### src/sv/free_hole_fit_and_coalesce_assert.svh
// Assertion macros for the free hole table.
`ifndef FREE_HOLE_FIT_AND_COALESCE_ASSERT_SVH
`define FREE_HOLE_FIT_AND_COALESCE_ASSERT_SVH
`ifndef SYNTHESIS
`define FHFC_ASSERT(lbl, clk, rst_n, prop, msg) \
	lbl: assert property (@(posedge clk) disable iff (!rst_n) prop) else $error(msg);
`define FHFC_NEVER(lbl, clk, rst_n, cond, msg) \
	lbl: assert property (@(posedge clk) disable iff (!rst_n) !(cond)) else $error(msg);
`else
`define FHFC_ASSERT(lbl, clk, rst_n, prop, msg)
`define FHFC_NEVER(lbl, clk, rst_n, cond, msg)
`endif
`endif

### src/sv/fhfc_pkg.sv
// Shared types and constants of the free hole table.
`timescale 1ns / 1ps
`default_nettype none
package fhfc_pkg;
	localparam int HOLES = 64;
	localparam int IDX_W = $clog2(HOLES);
	localparam int CNT_W = $clog2(HOLES + 1);

	localparam logic [1:0] CMD_ADD         = 2'd0;
	localparam logic [1:0] CMD_FIND        = 2'd1;
	localparam logic [1:0] CMD_CONSOLIDATE = 2'd2;

	localparam logic [1:0] STRAT_BEST  = 2'd1;
	localparam logic [1:0] STRAT_WORST = 2'd2;

	typedef struct packed {
		logic [31:0] base;
		logic [31:0] size;
	} hole_t;

	typedef enum logic [2:0] {
		CELL_HOLD,
		CELL_WRITE,
		CELL_RIGHT,
		CELL_LEFT,
		CELL_HEAD
	} cell_op_t;
endpackage
`default_nettype wire

### src/sv/fhfc_cell.sv
// One cell of the hole chain: holds one hole and loads it from din, a neighbor or the head cell.
`timescale 1ns / 1ps
`default_nettype none
module fhfc_cell
	import fhfc_pkg::*;
(
	input  wire logic     clk,
	input  wire cell_op_t op,
	input  wire hole_t    din,
	input  wire hole_t    right,
	input  wire hole_t    left,
	input  wire hole_t    head,
	output hole_t         hole
);
	hole_t hole_q;

	always_ff @(posedge clk) begin
		case (op)
			CELL_WRITE: hole_q <= din;
			CELL_RIGHT: hole_q <= right;
			CELL_LEFT:  hole_q <= left;
			CELL_HEAD:  hole_q <= head;
			default:    hole_q <= hole_q;
		endcase
	end

	assign hole = hole_q;
endmodule
`default_nettype wire

### config.mk
export PLATFORM = sky130hd
export DESIGN_NAME = fhfc_cell
export DESIGN_NICKNAME = d
export VERILOG_FILES = /design/src/sv/free_hole_fit_and_coalesce_assert.svh /design/src/sv/fhfc_pkg.sv /design/src/sv/fhfc_cell.sv
export SDC_FILE = /design/constraint.sdc
export NUM_CORES = 1
export LEC_CHECK = 0
export BUFFER_PORTS_ARGS = -buffer_cell sky130_fd_sc_hd__buf_2
export CAP_MARGIN = 25
export CELL_PAD_IN_SITES_DETAIL_PLACEMENT = 1
export CELL_PAD_IN_SITES_GLOBAL_PLACEMENT = 2
export CORE_AREA = 4 4 148 150
export DETAILED_ROUTE_END_ITERATION = 8
export DIE_AREA = 0 0 152 154
export GPL_TIMING_DRIVEN = 0
export PLACE_DENSITY_LB_ADDON = 0.05
export SLEW_MARGIN = 10
export SYNTH_ARGS = -nofsm -noshare
export SYNTH_HDL_FRONTEND = slang
export SYNTH_SLANG_ARGS = --single-unit
### constraint.sdc
create_clock -name clk -period 5.06 [get_ports clk]
set_input_delay 1.012 -clock clk [delete_from_list [all_inputs] [get_ports clk]]
set_output_delay 1.012 -clock clk [all_outputs]
set_load 0.01 [all_outputs]
==> Word level (Yosys, flattened, before mapping) <==
Cells that the tools add are included.
{ "totals": {"reg_bits": 64} }
{ "classes": {"eq_ne": 4, "mux": 1, "reduce_logical": 1} }
{ "op_table": {"columns": ["operator", "n"], "rows": [
  ["case mux 64 bit (4 select lines)", 1],
  ["equality test 3 x 2 -> 1 bit (second input constant)", 2],
  ["nonzero test 4 bit", 1],
  ["equality test 3 x 1 -> 1 bit (second input constant)", 1],
  ["equality test 3 bit (second input constant)", 1]
]} }

==> Logic depth before layout (Yosys ltp) <==
Gate-level depths: netlist of the first run.
{ "logic_depth": {"depth_word": 2, "mapped_depth": 5} }

==> Least setup slack after synthesis of the first run <==
Ideal clock, no wire load.
{ "synth_timing": {"path_type": "input -> register", "from": "input port op[0]", "to": "register hole_q (netlist bit hole[0]) (enable)", "arrival_ps": 4669, "required_ps": 4544, "path_slack_ps": -125, "path_stages": 3, "path_buffers": 1, "path_cell_list": "clkbuf_1 > nor2_1 > xnor2_1"} }
{ "synth_via": {"elab_chain_len": 2, "word_cells_on_any_way": 5, "cone_classes": "4 x eq/ne; 1 x reduce/logical"} }
{ "synth_lines": {"columns": ["element", "line", "rtl"], "rows": [
  ["start, declared", "fhfc_cell.sv:8", "input wire cell_op_t op,"],
  ["equality test 3 bit (tied with other cells)", "fhfc_cell.sv:18", "case (op)"],
  ["nonzero test 4 bit (no line) (*)", null, null],
  ["end signal, assigned", "fhfc_cell.sv:19", "CELL_WRITE: hole_q <= din;"],
  ["end signal, assigned", "fhfc_cell.sv:20", "CELL_RIGHT: hole_q <= right;"],
  ["end signal, assigned", "fhfc_cell.sv:21", "CELL_LEFT: hole_q <= left;"],
  ["end, declared", "fhfc_cell.sv:15", "hole_t hole_q;"]
]} }
Every way passes the cells marked *; elsewhere a longest branch is shown, timed or not.
A chain may end at the register's enable or synchronous reset.

==> Final worst setup path of the first run <==
{ "layout_timing": {"from": "input port op[0]", "to": "register hole_q (netlist bit hole[53]) (enable)"} }
The elaborated chain is that of the path after synthesis.

==> results.md, run 1 <==
* Area Overhead vs Synth at 60.27%
* Fin. max-slew vios at 0
* Most area-hungry cell type in the Yosys netlist: edfxtp_1
* Required time of the critical path at 5.09 ns
* Sw Share at 0.2779
* Hold_buf cts at 0
* Drt initial violations at 169
* Maximum clock rate at about 370 MHz
* Fin cells at ~920
* Cell total after placement at 904
* WHS Path Cells at 2
* Fin crit share at 0.5359
* Clock power share at 0.324
* Initial Util at 0.1861
* Row count at 53
* Final ANT Viol Nets at 0
* Power Total at 1.732 mW
* CP Cell Sequence: buf_2, clkbuf_1, nor2_1, xnor2_4, buf_16, buf_12
* Seq pwr share at 0.406
* Post-DP HPWL at around 15000 um
* DR WL/cell at 20.93 um
* Tmin final at 2.711 ns
* Post_cts resized at 0
* First-pass GRT wire length at 28170 um
* Fin util at 0.2983
* Post-Synthesis Cells at 303
* Drt pass-1 iters at 4
* Reg clk slew, reported paths at 0.06 ns
* Worst path slowest cell: clkbuf_1
* Internal at approximately 1.3 mW
* Ys flop type: edfxtp_1
* I/O pin total at 324
* H-tree depth at 3
* Setup repair bufs after CTS at 0
* Number of buffers added on ports at 323
* Startpoint Class: input port
* Number of synthesized flops with an enable pin at 64
* Hold Path Class: in2reg
* Status: finished, final reports clean
* Pin count of the biggest net entering global routing at 24
* Post-Synthesis Cell Area at 3851 sq um
* Number of global-route vias before repair at 4625
* Synth Register Bits at between 60 and 70
* Most frequent cells after synthesis: 64 x edfxtp_1, 64 x o22a_1, 64 x or3_1
* Cts bufs inserted at 9
* CTS tree: done
* Top cell type's share of synthesized area at 0.4990
* Remaining Overflow, GRT at 0
* Slew HR at 0.5018
* Setup CP Type: in2reg
* Worst Path Arrival at 2.74 ns
* DR vias/cell at 4.555
* Via count at 4209
* Sink Count at 64
* Clock Tree Buf Depth at 2
* IR drop worst, VDD at around 0.12 mV
* # nets final at 900
* Placed Area at 5906 sq um
* Buffer type at the clock tree root: clkbuf_16
* Psw at 0.4813 mW
* Worst-path maximum fanout at 23
* Synth cell types at 14
* Initial antenna violation count at 3
* Worst setup EP type: register
* Max reg flops at 64
* Mean Syn Cell Area at 12.71 sq um
* Async S/R FF share, synth at 0
* Worst-case hold slack at 1.032 ns
* Share of cells above drive strength 1 at 0.6574
* Post-Syn Nets at 563
* Synth warn at 0
* Buf/Inv on CP at 4
* Area contributors post-synth: edfxtp_1 50%, o221a_2 18%, o22a_1 15%, or3_1 10%, buf_2 2.1%
* DRC viols at 0
* Final setup violation count at 0
* Stages on worst setup path at 6
* Largest delay share family, worst path: buffers and inverters
* Final Hold Viols at 0
* Die Span X at 152 um
* Leak Pwr at 2.663 nW
* GRT Overall Usage at 0.1562
* Die height at approximately 150 um
* # fillers at between 2000 and 2500
* Core area at 20690 sq um
* GP Congestion at roughly 0.79
* Maximum capacitance violations at 0
* Pwr Density at 280.6 nW/um^2
* Comb power frac at 0.270
* RSZ-0062 raised after global routing: no
* Die ar. at 23410 sq um
* Sequential area share after synthesis at 0.4990
* Final Cell Area at about 6200 sq um
* Post-detailed-routing wire length at 19340 um
* Worst path max stage delay at approximately 0.48 ns
* Worst Tran Pin Value at roughly 0.74 ns
-- cell usage in the layout (no fill, tap or decap), drive strengths merged --
| cell | synthesis | routed |
|---|---|---|
| nor3b | 1 | 1 |
| xnor2 | 1 | 1 |
| nand2 | 1 | 1 |
| o22a | 64 | 64 |
| o221a | 64 | 64 |
| clkinv | 0 | 5 |
| edfxtp | 64 | 64 |
| buf | 22 | 348 |
| or3 | 64 | 64 |
| diode | 0 | 4 |
| clkbuf | 18 | 29 |
| nor2b | 1 | 1 |
| nor2 | 1 | 1 |
| nand2b | 2 | 2 |
-- cell families (layout without fill, tap and decap cells) --
family / count (synthesis) / count (layout) / synth area share
AOI/OAI and AO/OA: 128 / 128 / 0.3327
xor gates and xnor gates: 1 / 1 / 0.002275
and+or+nand+nor: 70 / 70 / 0.1160
other: 0 / 4 / 0
buffers and inverters: 40 / 382 / 0.05003
DFF: 64 / 64 / 0.4990
-- per-stage QoR --
stage / setup slack [ns] / TNS (ns)
floorplan: 1.347 / 0
global placement: -0.4503 / -28.61
detailed placement: 1.941 / 0
CTS: 2.280 / 0
global route: 2.164 / 0
finish: 2.349 / 0
-- worst paths after layout --
check / start / end / slack (ns)
worst min-delay path: left[57] / hole[57] / 1.03
worst max-delay path: op[0] / hole[53] / 2.35
-- power by group through the flow --
stage	clock (mW)	sequential, mW	combinational [mW]
after floorplan	0	0.768	0.166
after global placement	0	0.719	0.457
after detailed placement	0	0.715	0.476
after CTS	0.585	0.705	0.477
after global routing	0.610	0.712	0.508
final	0.561	0.704	0.467
-- final cells by class --
class	count	area, sq um	area share
tap	275	344.1	0.05575
buffer	40	192.7	0.03122
sequential	64	1922	0.3114
clock buffer	11	232.7	0.03771
multi-input combinational	199	1755	0.2844
clock inverter	5	23.77	0.003852
timing repair buffer	326	1692	0.2741
antenna	4	10.01	0.001622
-- per-layer routing --
layer,part of all wire,track usage,vias to the layer above
met2,0.51,0.2731,173
met5,0,0,-
li1,-,-,2011
met4,0.019,0.05308,0
met1,0.40,0.1845,2004
met3,0.065,0.04363,21
No activity file was read; power rests on OpenSTA's default activity.
==> run 2: changes to the inputs <==
--- a/config.mk
+++ b/config.mk
@@ -9,9 +9,9 @@
 export CAP_MARGIN = 25
 export CELL_PAD_IN_SITES_DETAIL_PLACEMENT = 1
 export CELL_PAD_IN_SITES_GLOBAL_PLACEMENT = 2
-export CORE_AREA = 4 4 148 150
+export CORE_AREA = 4 4 141 143
 export DETAILED_ROUTE_END_ITERATION = 8
-export DIE_AREA = 0 0 152 154
+export DIE_AREA = 0 0 145 147
 export GPL_TIMING_DRIVEN = 0
 export PLACE_DENSITY_LB_ADDON = 0.05
 export SLEW_MARGIN = 10
==> constraint.sdc (replaced) <==
create_clock -name clk -period 2.72 [get_ports clk]
set_input_delay 0.544 -clock clk [delete_from_list [all_inputs] [get_ports clk]]
set_output_delay 0.544 -clock clk [all_outputs]
set_load 0.01 [all_outputs]
==> run 2 against run 1 <==
Compared with the run above: count of clock-buffer cells in the layout unchanged; sequential power up 86%; worst hold slack got worse by 0.47 ns; combinational power increased by 84%; first-iteration DRC count down 17%; clock power is 82% higher; cell count down 5.1%; routed wire length is 4.8% lower; via count shrank 1.6%; power grew 85%; critical path depth stayed put; sequential share of layout area rose by 0.37 points; critical path type unchanged; highest routed layer unchanged.
==> results.md, run 2 (synthesis results as in run 1) <==
* Drt initial violations at 141
* Commonest non-fill, non-tap cell in the layout: buf_2
* RSZ-0062 raised after global routing: no
* Worst path slowest cell: clkbuf_1
* Worst Tran Pin Value at 0.7895 ns
* GRT Overall Usage at 0.1682
* Hold Path Class: in2reg
* DRC viols at 0
* Drt pass-1 iters at 4
* Area taken by multi-input logic gates at 1755 sq um
* Placed Area at around 6000 sq um
* Worst-path maximum fanout at 22
* Initial antenna violation count at 1
* Number of buffers added on ports at 323
* Hold_buf cts at 0
* Largest delay share family, worst path: buffers and inverters
* CP Cell Sequence: buf_2, clkbuf_1, nor2_1, xnor2_4, buf_12, buf_16
* DR WL/cell at 20.99 um
* Number of global-route vias before repair at 4792
* Row count at 50
* Setup TNS at 0 ns
* Post-detailed-routing wire length at 18410 um
* Setup repair bufs after CTS at 0
* Leak Pwr at 2.653 nW
* Remaining Overflow, GRT at 0
* CTS tree: done
* H-tree depth at 3
* WHS Path Cells at 2
* Status: finished, final reports clean
* Worst setup EP type: register
* Required time of the critical path at 2.75 ns
* Core area at 18580 sq um
* WHS Endpoint: hole[0]
* Die height at between 100 and 150 um
* Fin util at 0.3283
* Maximum capacitance violations at 0
* I/O pin total at 324
* Reg clk slew, reported paths at around 0.060 ns
* Share of cells above drive strength 1 at 0.6573
* DR vias/cell at 4.724
* Tmin final at 2.081 ns
* Fin crit share at 0.7651
* Hold_sp: left[0]
* Die Span X at 145 um
* Sink Count at 64
* # nets final at 900
* GP Congestion at 0.7206
* Sequential cell area at roughly 1900 sq um
* Post_cts resized at 0
* Clock Tree Buf Depth at 2
* Max reg flops at 64
* Maximum clock rate at 480.5 MHz
* IR drop worst, VDD at 0.2693 mV
* Final setup violation count at 0
* Fin. max-slew vios at 0
* Area Overhead vs Synth at 58.38%
* Most frequent cells in the layout: 339 x buf_2, 64 x o22a_1, 64 x or3_1, 64 x edfxtp_1, 60 x o221a_2
* Worst path max stage delay at 0.49 ns
* Power Total at 3.195 mW
* Post-DP HPWL at 14490 um
* Pwr Density at 523.8 nW/um^2
* First-pass GRT wire length at 27700 um
* Pin count of the biggest net entering global routing at 23
* Via count at 4143
* Buffer type at the clock tree root: clkbuf_16
* Setup CP Type: in2reg
* Startpoint Class: input port
* Initial Util at 0.2073
* Final Cell Area at around 6000 sq um
* Final ANT Viol Nets at 0
* Cts bufs inserted at 9
* Worst Path Arrival at 2.11 ns
* Slew HR at 0.4713
* Buf/Inv on CP at 4
* Final Hold Viols at 0
* # fillers at 2183
* Die ar. at 21320 sq um
-- run 2: changes by cell type in the layout (fill, tap and decap cells not counted), sizes merged --
cell / change
clkinv: -3
diode: -3
-- run 2: area by class of cell --
cell class | instances | area share
sequential | 64 | 0.3151
multi-input combinational | 199 | 0.2878
timing repair buffer | 326 | 0.2773
tap | 234 | 0.04800
clock buffer | 11 | 0.03815
buffer | 40 | 0.03159
clock inverter | 2 | 0.001641
antenna | 1 | 0.0004103
-- run 2: metal layers --
metal	global-route usage	share of wire	wire [um]
met1	0.1950	0.40	7319
met5	0	0	0
met2	0.2977	0.51	9397
met4	0.05748	0.019	354
met3	0.04966	0.073	1338
-- run 2: where the power goes --
part / internal, mW / total [mW] / switching, mW / leakage [nW]
Clock: 0.598 / 1.02 / 0.424 / 0.121
Combinational: 0.442 / 0.861 / 0.419 / 1.90
Sequential: 1.28 / 1.31 / 0.0354 / 0.629
-- run 2: worst max path at each step --
stage	slack (ns)	endpoint	depth (start not counted)	startpoint
2_1_floorplan	0.21	hole[0]	3	op[0]
3_3_place_gp	-0.99	hole[26]	4	op[0]
3_5_place_dp	0.24	hole[48]	6	op[0]
4_1_cts	0.60	hole[6]	6	op[0]
5_1_grt	0.47	hole[6]	6	op[0]
6_report	0.64	hole[6]	6	op[0]
-- run 2: metrics by stage --
| step | worst slack [ns] | std cells | hold WS (ns) |
|---|---|---|---|
| final | 0.6390 | 877 | 0.5611 |
| after global routing | 0.4742 | 877 | 0.5538 |
| after CTS | 0.6044 | 876 | 0.5436 |
| after detailed placement | 0.2402 | 863 | 0.9024 |
| after global placement | -0.9917 | 860 | 0.8973 |
| after floorplan | 0.2106 | 303 | 0.8089 |
==> run 3: changes to the inputs <==
==> constraint.sdc (replaced) <==
create_clock -name clk -period 2 [get_ports clk]
set_input_delay 0.4 -clock clk [delete_from_list [all_inputs] [get_ports clk]]
set_output_delay 0.4 -clock clk [all_outputs]
set_load 0.01 [all_outputs]
==> run 3 against run 2 <==
Compared with the run above: first-iteration DRC count is 11% lower; largest cell class unchanged; utilization is 0.48 points higher; worst hold slack worse by 0.14 ns; routed wire length is 1.5% lower; count of clock-buffer cells in the layout is 1 lower; design area is 1.5% higher; cell count is 0.34% higher; combinational power is 36% higher; clock power is 65% higher.
==> results.md, run 3 (synthesis results as in run 1) <==
* Worst Path Arrival at 1.94 ns
* Post_cts resized at 0
* Fin crit share at 0.8695
* Maximum capacitance violations at 0
* RSZ-0062 raised after global routing: no
* Maximum clock rate at 575.0 MHz
* H-tree depth at 3
* Leak Pwr at 2.692 nW
* Remaining Overflow, GRT at 0
* Worst-path maximum fanout at 10
* Setup CP Type: in2reg
* Slew HR at 0.5287
* Via count at ~4200
* Reg clk slew, reported paths at 0.06 ns
* Worst Tran Pin Value at just over 0.7 ns
* Die ar. at around 21000 sq um
* Drt pass-1 iters at 4
* Share of cells above drive strength 1 at 0.6599
* Startpoint Class: input port
* # nets final at 900
* I/O pin total at ~320
* Die height at around 150 um
* CTS tree: done
* Hold_buf cts at 0
* Drt initial violations at 126
* Final ANT Viol Nets at 0
* First-pass GRT wire length at 27110 um
* DR vias/cell at between 4 and 5
* Required time of the critical path at 2.20 ns
* IR drop worst, VDD at 0.4022 mV
* Power Total at ~4.6 mW
* Status: finished, final reports clean
* Pwr Density at 748.1 nW/um^2
* Max reg flops at 64
* Number of global-route vias before repair at 4706
* Pin count of the biggest net entering global routing at 24
* Hold Path Class: in2reg
* # fillers at 2175
* Die Span X at 145 um
* Row count at 50
* DR WL/cell at 20.61 um
* WHS Path Cells at 2
* GP Congestion at 0.7093
* Clock Tree Buf Depth at 2
* Number of buffers added on ports at 323
* Initial antenna violation count at 4
* Post-DP HPWL at 14370 um
* Hold_sp: left[44]
* Worst setup EP type: register
* Sink Count at 64
* Buffer type at the clock tree root: clkbuf_16
* Most frequent cells in the layout: 339 x buf_2, 64 x o22a_1, 64 x or3_1, 64 x edfxtp_1, 60 x o221a_2
* Tmin final at roughly 1.7 ns
* DRC viols at 0
* Cts bufs inserted at 9
* WHS Endpoint: hole[44]
* Commonest non-fill, non-tap cell in the layout: buf_2
* Post-detailed-routing wire length at approximately 18000 um
* Fin util at 0.3331
* Fin. max-slew vios at 0
* Final Hold Viols at 0
* Area Overhead vs Synth at 60.72%
* Setup repair bufs after CTS at 0
* Final setup violation count at 0
* GRT Overall Usage at 0.1643
* Initial Util at 0.2073
* Core area at 18580 sq um
run 3: cell types whose count changed in the layout (fill, tap and decap cells not counted):
cell	delta
clkbuf_1	-2
nor2_4	+1
clkinv_2	-1
diode_2	+1
clkinv_1	+2
nor2_1	-1
bufinv_16	+2
clkbuf_16	+1
run 3: worst max-delay path by stage:
stage / from / endpoint / cells past startpoint
after detailed placement: op[2] / hole[38] / 5
after CTS: op[2] / hole[38] / 5
final: op[2] / hole[38] / 5
after global routing: op[2] / hole[43] / 5
after floorplan: op[0] / hole[0] / 3
after global placement: op[0] / hole[53] / 4
run 3: worst max-delay path, cell delays in order:
cell,delay (ns)
buf_2,0.17
nor3b_2,0.62
clkbuf_1,0.41
or3_1,0.17
o221a_2,0.17
run 3: report_power, final:
part	internal, mW	leakage [nW]	switching, mW
sequential	1.73	0.629	0.0459
clock	1.07	0.147	0.605
combinational	0.606	1.92	0.565
run 3: layer usage:
layer / part of all wire / global-route usage
met5: 0.0012 / 0
met1: 0.40 / 0.1843
met2: 0.50 / 0.2951
met4: 0.017 / 0.05178
met3: 0.083 / 0.05552
run 3: per-stage QoR:
| step | hold WS, ns | cells | area [sq um] | setup WS, ns | TNS (ns) |
|---|---|---|---|---|---|
| after floorplan | 0.6649 | 303 | 3899 | -0.1272 | -8.142 |
| after global routing | 0.4141 | 880 | 6190 | 0.08356 | 0 |
| final | 0.4172 | 880 | 6190 | 0.2609 | 0 |
| after global placement | 0.7539 | 860 | 5808 | -1.105 | -76.76 |
| after CTS | 0.4011 | 878 | 6185 | 0.1827 | 0 |
| after detailed placement | 0.7571 | 863 | 5883 | -0.1647 | -7.593 |
run 3: area by class of cell:
class / count / area (sq um) / share of cell area
clock inverters: 5 / 72.57 / 0.01172
clock buffers: 10 / 229.0 / 0.03699
diodes: 2 / 5.005 / 0.0008086
flip-flops and latches: 64 / 1922 / 0.3105
well taps: 234 / 292.8 / 0.04730
multi-input cells: 199 / 1763 / 0.2848
plain buffers: 40 / 214.0 / 0.03457
repair buffers: 326 / 1692 / 0.2733
